`src/rtl/ffa_pkg.sv`:
```
// ffa_pkg: shared types and codes for the first-fit allocator
// opcode and status codes, controller states, byte-chain control struct
// no dependencies
`timescale 1ns / 1ps
`default_nettype none

package ffa_pkg;

  // operation codes on the input beat
  localparam logic [1:0] OP_ALLOC  = 2'd0;
  localparam logic [1:0] OP_ERASE  = 2'd1;
  localparam logic [1:0] OP_DEFRAG = 2'd2;
  // spare code, decoded as defragment
  localparam logic [1:0] OP_RSVD   = 2'd3;

  // result status codes
  localparam logic [2:0] ST_ALLOC   = 3'd0;
  localparam logic [2:0] ST_NULL    = 3'd1;
  localparam logic [2:0] ST_ERASED  = 3'd2;
  localparam logic [2:0] ST_ILLEGAL = 3'd3;
  localparam logic [2:0] ST_DEFRAG  = 3'd4;

  // bit width of the stream words
  localparam int IN_TDATA_W  = 16;
  localparam int OUT_TDATA_W = 16;
  localparam int CFG_W       = 8;
  localparam logic [CFG_W-1:0] TOTAL_SIZE_RST = 8'd128;

  typedef enum logic [2:0] {
    S_IDLE,
    S_SCAN,
    S_WRITE,
    S_ERASE,
    S_DEFRAG,
    S_FINISH
  } ctrl_state_t;

  typedef enum logic [1:0] {
    MODE_HOLD,
    MODE_ROTATE,
    MODE_SWAP
  } chain_mode_t;

  typedef struct packed {
    chain_mode_t mode;
    logic        phase;  // odd-even transposition phase
  } chain_ctl_t;

endpackage

`default_nettype wire

```
`src/rtl/first_fit_allocator_with_compaction.sv`:
```
// first_fit_allocator_with_compaction: top level, controller and output register
// drives the byte chain through at most two passes per operation
// depends on ffa_pkg, ffa_chain
//
//  channel | dir | handshake          | payload
//  s_*     | in  | s_tvalid/s_tready  | s_tdata: opcode[1:0], operand[9:2]
//  m_*     | out | m_tvalid/m_tready  | m_tdata: status[2:0], block_id[10:3]
//  cfg_*   | in  | cfg_we             | cfg_wdata: total_size
//
// alloc that fits: find pass then claim pass; alloc with no fit, erase and defragment:
// one pass; zero-size alloc, exhausted ids and erase ids of zero or above the last issued
// go straight to the finish state. the chain moves one cell a cycle. reset clears the owner
// store at once, no sweep. a new beat is taken only in idle; a finished result waits in the
// finish state while the output register is full.
`timescale 1ns / 1ps
`default_nettype none

module first_fit_allocator_with_compaction import ffa_pkg::*; #(
  parameter int MEM_BYTES = 128,
  parameter int ID_BITS   = 8
) (
  input  wire logic                   clk,
  input  wire logic                   rst,
  input  wire logic                   s_tvalid,
  output logic                        s_tready,
  input  wire logic [IN_TDATA_W-1:0]  s_tdata,   // opcode[1:0], operand[9:2]
  output logic                        m_tvalid,
  input  wire logic                   m_tready,
  output logic      [OUT_TDATA_W-1:0] m_tdata,   // status[2:0], block_id[10:3]
  input  wire logic                   cfg_we,
  input  wire logic [CFG_W-1:0]       cfg_wdata
);

  localparam int CW   = (MEM_BYTES > 1) ? $clog2(MEM_BYTES) : 1;
  localparam int RW   = $clog2(MEM_BYTES + 1);
  localparam int MW   = (RW > ID_BITS) ? RW : ID_BITS;
  localparam int CMPW = ((MW > 8) ? MW : 8) + 2;
  localparam logic [CW-1:0]      LAST   = CW'(MEM_BYTES - 1);
  localparam logic [ID_BITS-1:0] ID_MAX = '1;

  ctrl_state_t       state, state_next;
  logic [CW-1:0]     cnt;
  logic [1:0]        op;
  logic [7:0]        arg;
  logic [RW-1:0]     run;
  logic [CW-1:0]     start;
  logic              found;
  logic [7:0]        rem;
  logic [ID_BITS-1:0] next_id;
  logic [CFG_W-1:0]  total_size;
  logic [2:0]        res_status;
  logic [7:0]        res_id;

  chain_ctl_t        ctl;
  logic [ID_BITS-1:0] tail;
  logic [ID_BITS-1:0] head;

  logic              in_beat;
  logic              last_cnt;
  logic              in_span;
  logic              head_free;
  logic              hit;
  logic              match;
  logic              in_block;
  logic              load_out;
  logic [ID_BITS-1:0] new_id;
  logic [RW-1:0]     run_inc;
  logic [1:0]        in_op;
  logic [7:0]        in_arg;
  logic              early_null;
  logic              early_illegal;

  assign in_op    = s_tdata[1:0];
  assign in_arg   = s_tdata[9:2];
  assign in_beat  = s_tvalid && s_tready;
  assign last_cnt = (cnt == LAST);
  assign new_id   = next_id + 1'b1;
  assign run_inc  = run + 1'b1;

  assign in_span   = CMPW'(cnt) < CMPW'(total_size);
  assign head_free = (head == '0) && in_span;
  assign hit       = !found && head_free && (CMPW'(run_inc) == CMPW'(arg));
  assign match     = CMPW'(head) == CMPW'(arg);
  assign in_block  = (cnt >= start) && (rem != 8'd0);

  assign early_null    = (in_arg == 8'd0) || (next_id == ID_MAX);
  assign early_illegal = (in_arg == 8'd0) || (CMPW'(in_arg) > CMPW'(next_id));

  ffa_chain #(
    .N (MEM_BYTES),
    .W (ID_BITS)
  ) u_chain (
    .clk  (clk),
    .rst  (rst),
    .ctl  (ctl),
    .tail (tail),
    .head (head)
  );

  always_ff @(posedge clk) begin
    if (rst) begin
      state <= S_IDLE;
    end else begin
      state <= state_next;
    end
  end

  always_comb begin
    state_next = state;
    s_tready   = 1'b0;
    ctl.mode   = MODE_HOLD;
    ctl.phase  = cnt[0];
    tail       = head;
    load_out   = 1'b0;
    case (state)
      S_IDLE: begin
        s_tready = !rst;
        if (in_beat) begin
          case (in_op)
            OP_ALLOC: state_next = early_null ? S_FINISH : S_SCAN;
            OP_ERASE: state_next = early_illegal ? S_FINISH : S_ERASE;
            default:  state_next = S_DEFRAG;
          endcase
        end
      end
      S_SCAN: begin
        ctl.mode = MODE_ROTATE;
        if (last_cnt) begin
          state_next = (found || hit) ? S_WRITE : S_FINISH;
        end
      end
      S_WRITE: begin
        ctl.mode = MODE_ROTATE;
        tail     = in_block ? new_id : head;
        if (last_cnt) begin
          state_next = S_FINISH;
        end
      end
      S_ERASE: begin
        ctl.mode = MODE_ROTATE;
        tail     = match ? '0 : head;
        if (last_cnt) begin
          state_next = S_FINISH;
        end
      end
      S_DEFRAG: begin
        ctl.mode = MODE_SWAP;
        if (last_cnt) begin
          state_next = S_FINISH;
        end
      end
      S_FINISH: begin
        if (!m_tvalid || m_tready) begin
          load_out   = 1'b1;
          state_next = S_IDLE;
        end
      end
      default: state_next = S_IDLE;
    endcase
  end

  // pass counter and per-operation working registers
  always_ff @(posedge clk) begin
    if (rst) begin
      cnt     <= '0;
      next_id <= '0;
      found   <= 1'b0;
    end else begin
      case (state)
        S_IDLE: begin
          cnt   <= '0;
          found <= 1'b0;
        end
        S_SCAN: begin
          cnt <= last_cnt ? '0 : cnt + 1'b1;
          if (hit) begin
            found <= 1'b1;
          end
        end
        S_WRITE: begin
          cnt <= last_cnt ? '0 : cnt + 1'b1;
          if (last_cnt) begin
            next_id <= new_id;
          end
        end
        S_ERASE: begin
          cnt <= last_cnt ? '0 : cnt + 1'b1;
          if (match) begin
            found <= 1'b1;
          end
        end
        S_DEFRAG: begin
          cnt <= last_cnt ? '0 : cnt + 1'b1;
        end
        default: cnt <= '0;
      endcase
    end
  end

  always_ff @(posedge clk) begin
    case (state)
      S_IDLE: begin
        op  <= in_op;
        arg <= in_arg;
        run <= '0;
        res_id <= 8'd0;
        if (in_op == OP_ALLOC) begin
          res_status <= ST_NULL;
        end else if (in_op == OP_ERASE) begin
          res_status <= ST_ILLEGAL;
        end else begin
          res_status <= ST_DEFRAG;
        end
      end
      S_SCAN: begin
        if (!found) begin
          if (head_free) begin
            run <= run_inc;
            if (run == '0) begin
              start <= cnt;
            end
          end else begin
            run <= '0;
          end
        end
        rem <= arg;
      end
      S_WRITE: begin
        if (in_block) begin
          rem <= rem - 1'b1;
        end
        if (last_cnt) begin
          res_status <= ST_ALLOC;
          res_id     <= 8'(new_id);
        end
      end
      S_ERASE: begin
        if (last_cnt) begin
          res_status <= (found || match) ? ST_ERASED : ST_ILLEGAL;
        end
      end
      default: res_status <= res_status;
    endcase
  end

  always_ff @(posedge clk) begin
    if (rst) begin
      total_size <= TOTAL_SIZE_RST;
    end else if (cfg_we) begin
      total_size <= cfg_wdata;
    end
  end

  // output register: holds one result beat
  always_ff @(posedge clk) begin
    if (rst) begin
      m_tvalid <= 1'b0;
    end else if (load_out) begin
      m_tvalid <= 1'b1;
    end else if (m_tready) begin
      m_tvalid <= 1'b0;
    end
  end

  always_ff @(posedge clk) begin
    if (load_out) begin
      m_tdata <= {5'd0, res_id, res_status};
    end
  end

  a_id_step: assert property (@(posedge clk) disable iff (rst)
    (state == S_WRITE && last_cnt) |=> (next_id == $past(new_id)))
    else $error("block id did not advance by one after a claim");

  a_zero_id: assert property (@(posedge clk) disable iff (rst)
    (load_out && res_status != ST_ALLOC) |-> (res_id == 8'd0))
    else $error("non-alloc result carries a block id");

  a_fit: assert property (@(posedge clk) disable iff (rst)
    (state == S_WRITE) |-> (CMPW'(start) + CMPW'(arg) <= CMPW'(total_size)))
    else $error("claimed run runs past the span");

  a_erase_op: assert property (@(posedge clk) disable iff (rst)
    (state == S_ERASE) |-> (op == OP_ERASE && arg != 8'd0))
    else $error("erase pass entered without a valid erase id");

endmodule

`default_nettype wire

```
`src/rtl/ffa_cell.sv`:
```
// ffa_cell: one byte of the owner store
// rotates toward the head or does an odd-even compare-exchange with a neighbor
// depends on ffa_pkg
`timescale 1ns / 1ps
`default_nettype none

module ffa_cell import ffa_pkg::*; #(
  parameter int W         = 8,
  parameter bit HAS_LEFT  = 1'b1,
  parameter bit HAS_RIGHT = 1'b1,
  parameter bit PAR       = 1'b0
) (
  input  wire logic         clk,
  input  wire logic         rst,
  input  wire chain_ctl_t   ctl,
  input  wire logic [W-1:0] left_val,
  input  wire logic [W-1:0] right_val,
  input  wire logic [W-1:0] shift_in,
  output logic      [W-1:0] val
);

  logic [W-1:0] val_next;

  always_comb begin
    val_next = val;
    case (ctl.mode)
      MODE_ROTATE: val_next = shift_in;
      MODE_SWAP: begin
        // live bytes move down over free ones, order among live bytes kept
        if (HAS_RIGHT && (PAR == ctl.phase) && (val == '0) && (right_val != '0)) begin
          val_next = right_val;
        end else if (HAS_LEFT && (PAR != ctl.phase) && (left_val == '0) && (val != '0)) begin
          val_next = '0;
        end
      end
      default: val_next = val;
    endcase
  end

  always_ff @(posedge clk) begin
    if (rst) begin
      val <= '0;
    end else begin
      val <= val_next;
    end
  end

endmodule

`default_nettype wire

```
`src/rtl/ffa_chain.sv`:
```
// ffa_chain: row of byte cells holding the owner id of every byte
// head is byte 0 in rotate mode; tail feeds the last cell
// depends on ffa_pkg, ffa_cell
`timescale 1ns / 1ps
`default_nettype none

module ffa_chain import ffa_pkg::*; #(
  parameter int N = 128,
  parameter int W = 8
) (
  input  wire logic         clk,
  input  wire logic         rst,
  input  wire chain_ctl_t   ctl,
  input  wire logic [W-1:0] tail,
  output logic      [W-1:0] head
);

  logic [W-1:0] owner [N];

  for (genvar i = 0; i < N; i++) begin : g_cell
    logic [W-1:0] left_v;
    logic [W-1:0] right_v;

    if (i == 0) begin : g_first
      assign left_v = '0;
    end else begin : g_mid_l
      assign left_v = owner[i-1];
    end

    if (i == N - 1) begin : g_last
      assign right_v = tail;
    end else begin : g_mid_r
      assign right_v = owner[i+1];
    end

    ffa_cell #(
      .W         (W),
      .HAS_LEFT  (i != 0),
      .HAS_RIGHT (i != N - 1),
      .PAR       (1'(i % 2))
    ) u_cell (
      .clk       (clk),
      .rst       (rst),
      .ctl       (ctl),
      .left_val  (left_v),
      .right_val (right_v),
      .shift_in  (right_v),
      .val       (owner[i])
    );
  end

  assign head = owner[0];

endmodule

`default_nettype wire
```
`config.mk`:
```
export PLATFORM = sky130hd
export DESIGN_NAME = first_fit_allocator_with_compaction
export DESIGN_NICKNAME = d
export VERILOG_FILES = /design/src/rtl/ffa_pkg.sv /design/src/rtl/first_fit_allocator_with_compaction.sv /design/src/rtl/ffa_cell.sv /design/src/rtl/ffa_chain.sv
export SDC_FILE = /design/constraint.sdc
export NUM_CORES = 2
export LEC_CHECK = 0
export ABC_AREA = 1
export ABC_CLOCK_PERIOD_IN_PS = 4100
export BUFFER_PORTS_ARGS = -buffer_cell sky130_fd_sc_hd__buf_2
export CORE_ASPECT_RATIO = 1.75
export CORE_MARGIN = 2
export CORE_UTILIZATION = 45
export DETAILED_ROUTE_END_ITERATION = 16
export GPL_ROUTABILITY_DRIVEN = 1
export GPL_TIMING_DRIVEN = 0
export PLACE_DENSITY_LB_ADDON = 0.25
export SLEW_MARGIN = 25
export SYNTH_ARGS = -nofsm -noshare
export SYNTH_HDL_FRONTEND = slang
export SYNTH_SLANG_ARGS = --single-unit
```
`constraint.sdc`:
```
create_clock -name clk -period 4.1 [get_ports clk]
set_input_delay 0.82 -clock clk [delete_from_list [all_inputs] [get_ports clk]]
set_output_delay 0.82 -clock clk [all_outputs]
set_load 0.1 [all_outputs]
```
==> impl_metrics.yaml <==
finish:
  layout_common_cells: "nand2_1, dfxtp_1, nor2_1"
  drive_gt1_share_pct: 7.26
  mostFrequentLayoutCell: "nand2_1"
  fill_cells: 10700
  final-seq-area_mm2: 0.0227
  fin_util_pct: 50.2
  area_growth_pct: 11.1
  nets: 6887
  multi_input_area_mm2: 0.0224
power_and_ir_drop:
  pwr-share-comb_pct: 45.8
  netSwitchingPower_uw: 21200
  p_seq_share_pct: 32.8
  power_density_mw_per_mm2: 848
  vdd_drop_max_uv: 449
  power.share.switching_pct: 46.5
  power_leakage_uw: 0.0206
  pwr-share-clk_pct: 21.4
  internal_power_uw: 24400
clocking:
  cts-root-buf: "clkbuf_16"
  insertion_delay_ns: 0.73
  postCtsSetupRepairBufs: 0
  cts_buffer_depth: 3
  cts-hold-fix-buffers: 0
  numCtsBuffers: 98
  htree_num_levels: 3
  clkSlewWorstSetupHoldPaths_ns: 0.07
  cts_tree: "yes"
  clock-sinks: 1105
sta:
  drv_slew: 0
  hold_violations: 0
  worst_pin_slew_ns: 1.20
  rsz0062_at_grt: "no"
  tns_ns: 0
  max_freq_mhz: 249
  period_minus_slack_ns: 4.02
  maxSlewHeadroom_pct: 19.7
  setup_viol: 0
  final.setup_skew_ns: 0.0296
  post-route-period-util_pct: 98.1
synth:
  yosysSeqAreaShare_pct: 46.8
  synthFlopType: "dfxtp_1"
  async_reset_ff_share_pct: 0
  syn_area_per_cell_um2: 7.23
  synthCells: 6691
  synth_warnings: 0
  synth-edff-count: 53
  yosys_register_bits: 1105
  synth_area_leaders: "dfxtp_1, nand2_1, a21oi_1"
  synth_top_area_share_pct: 43.6
  ys_types: 52
  synth_area_mm2: 0.0484
  yosysTopAreaCell: "dfxtp_1"
place:
  place_hpwl_um: 135000
  port_buffers: 34
  gp_routability_congestion: 1.08
floorplanning:
  fp.dieW_um: 252
  die_h_um: 438
  coreArea_mm2: 0.107
  start_util_pct: 45.2
  num_io_pins: 47
  rows: 159
  dieArea_mm2: 0.110
worst_setup_path:
  r2r_slack_ns: 0.08
  crit_arrival_ns: 4.66
  cp.required_ns: 4.73
  crit_type: "reg2reg"
  critPathLaunchType: "flip-flop"
  cp-end-kind: "flip-flop"
  crit_fanout: 12
detailed_routing:
  wl_per_cell_um: 22.0
  viasPerCell: 5.65
  wl_um: 183000
  first_iter_violations: 3896
  ant_nets: 0
  first_pass_iters: 6
  drcViolationCount: 0
  vias: 46800
grt:
  grt_usage_pct: 32.5
  grt_start_max_net_pins: 20
  first_global_vias: 44600
  grt_pass1_wl_um: 268000
  grt-ovfl-total: 0
  antenna_found_initial: 9
run:
  drv_cap: 0
outcome:
  run_status: "finished clean"
min_path:
  worstHoldPathType: "in2reg"
-- cells in the mapped netlist, types with 10 or more instances --
library cell     n
a21oi_1        722
nor2_1         939
buf_2           89
edfxtp_1        53
dfxtp_1       1052
xor2_1          10
nor3_1          65
a31oi_4         10
o21ai_0        424
or2_2           29
nand3b_1        17
nand4_1        115
nand3_1        660
o21ai_1         24
nand2_1       1395
buf_4           22
a31oi_2         22
clkbuf_1       131
a211oi_1       130
nand2_2         36
inv_1          533
ha_1            27
nor4_1          79
inv_2           37
-- worst paths after layout --
kind,from,end,cells after the start
worst max-delay path,cnt[0],u_chain.g_cell[82].u_cell.val[7],9
worst min-delay path,s_tdata[2],arg[0],1
worst max register to register,cnt[0],u_chain.g_cell[82].u_cell.val[7],9
worst min register to register,res_id[1],m_tdata[4],0
-- logic make-up (layout without fill, tap and decap cells) --
| kind of cell | Yosys count | count (layout) | share of synthesized area (%) |
|---|---|---|---|
| other | 1 | 15 | 0.00776 |
| buffers and inverters | 829 | 1046 | 6.97 |
| AOI/OAI and AO/OA | 1364 | 1364 | 15.7 |
| xor gates and xnor gates | 14 | 14 | 0.254 |
| and+or+nand+nor | 3351 | 3351 | 29.6 |
| DFF | 1105 | 1105 | 46.8 |
| adders and majority gates | 27 | 27 | 0.699 |
-- flip-flops by register name, summed over array words and instances (netlist names) --
register                   count
res_id                         8
total_size                     8
state                          3
res_status                     3
found                          1
next_id                        8
m_tdata                       11
start                          7
cnt                            7
run                            8
arg                            8
u_chain.g_cell.u_cell.val   1024
rem                            8
m_tvalid                       1
-- area by class of cell --
class / instances / area share [%]
diodes: 10 / 0.0466
plain buffers: 256 / 2.35
clock buffers: 143 / 5.49
clock inverters: 38 / 0.696
inverters: 572 / 4.00
multi-input cells: 4761 / 41.6
flip-flops and latches: 1105 / 42.2
well taps: 1368 / 3.19
repair buffers: 37 / 0.447
-- critical path: stages, from the launching register on --
cell and delay, ns:
dfxtp_1 0.46, inv_1 0.23, buf_2 0.58, buf_2 0.70
buf_2 0.63, nand2_1 0.50, a31oi_2 0.32, buf_4 0.20
nand3_1 0.10, a21oi_1 0.17
-- layer usage --
metal | GRT usage (%) | part of all wire [%] | routed length, um | up-vias
met3 | 7.62 | 7.9 | 14400 | 765
met2 | 55.4 | 47 | 86200 | 1872
met5 | 0 | 0.035 | 64 | -
met1 | 32.1 | 34 | 61200 | 21600
met4 | 31.5 | 11 | 20700 | 10
li1 | - | - | - | 22600
-- through the flow --
stage                     hold WS (ns)  power (uW)  std cells  instance area, um^2  setup slack (ns)
after floorplan                  0.400       28600       6695                48400             0.414
after global routing             0.308       48300       8281                53700            0.0951
after global placement           0.400       35100       8097                50300             -1.22
final                            0.307       45600       8290                53700            0.0759
after CTS                        0.275       45100       8279                53700           0.00177
after detailed placement         0.405       35400       8099                50400            -0.972
-- power groups by stage --
stage	Combinational (uW)	Clock, uW	Sequential, uW
detailed placement	20300	0	15100
CTS	20400	9810	14900
finish	20900	9770	14900
global placement	20000	0	15100
global route	23000	10200	15100
floorplan	14100	0	14500
-- repair_timing --
action                                  in CTS  in global routing
endpoints found under the hold margin        0                  0
resized for setup                            2                  4
endpoints found under the setup margin      16                  9
No activity file was read; power rests on OpenSTA's default activity.
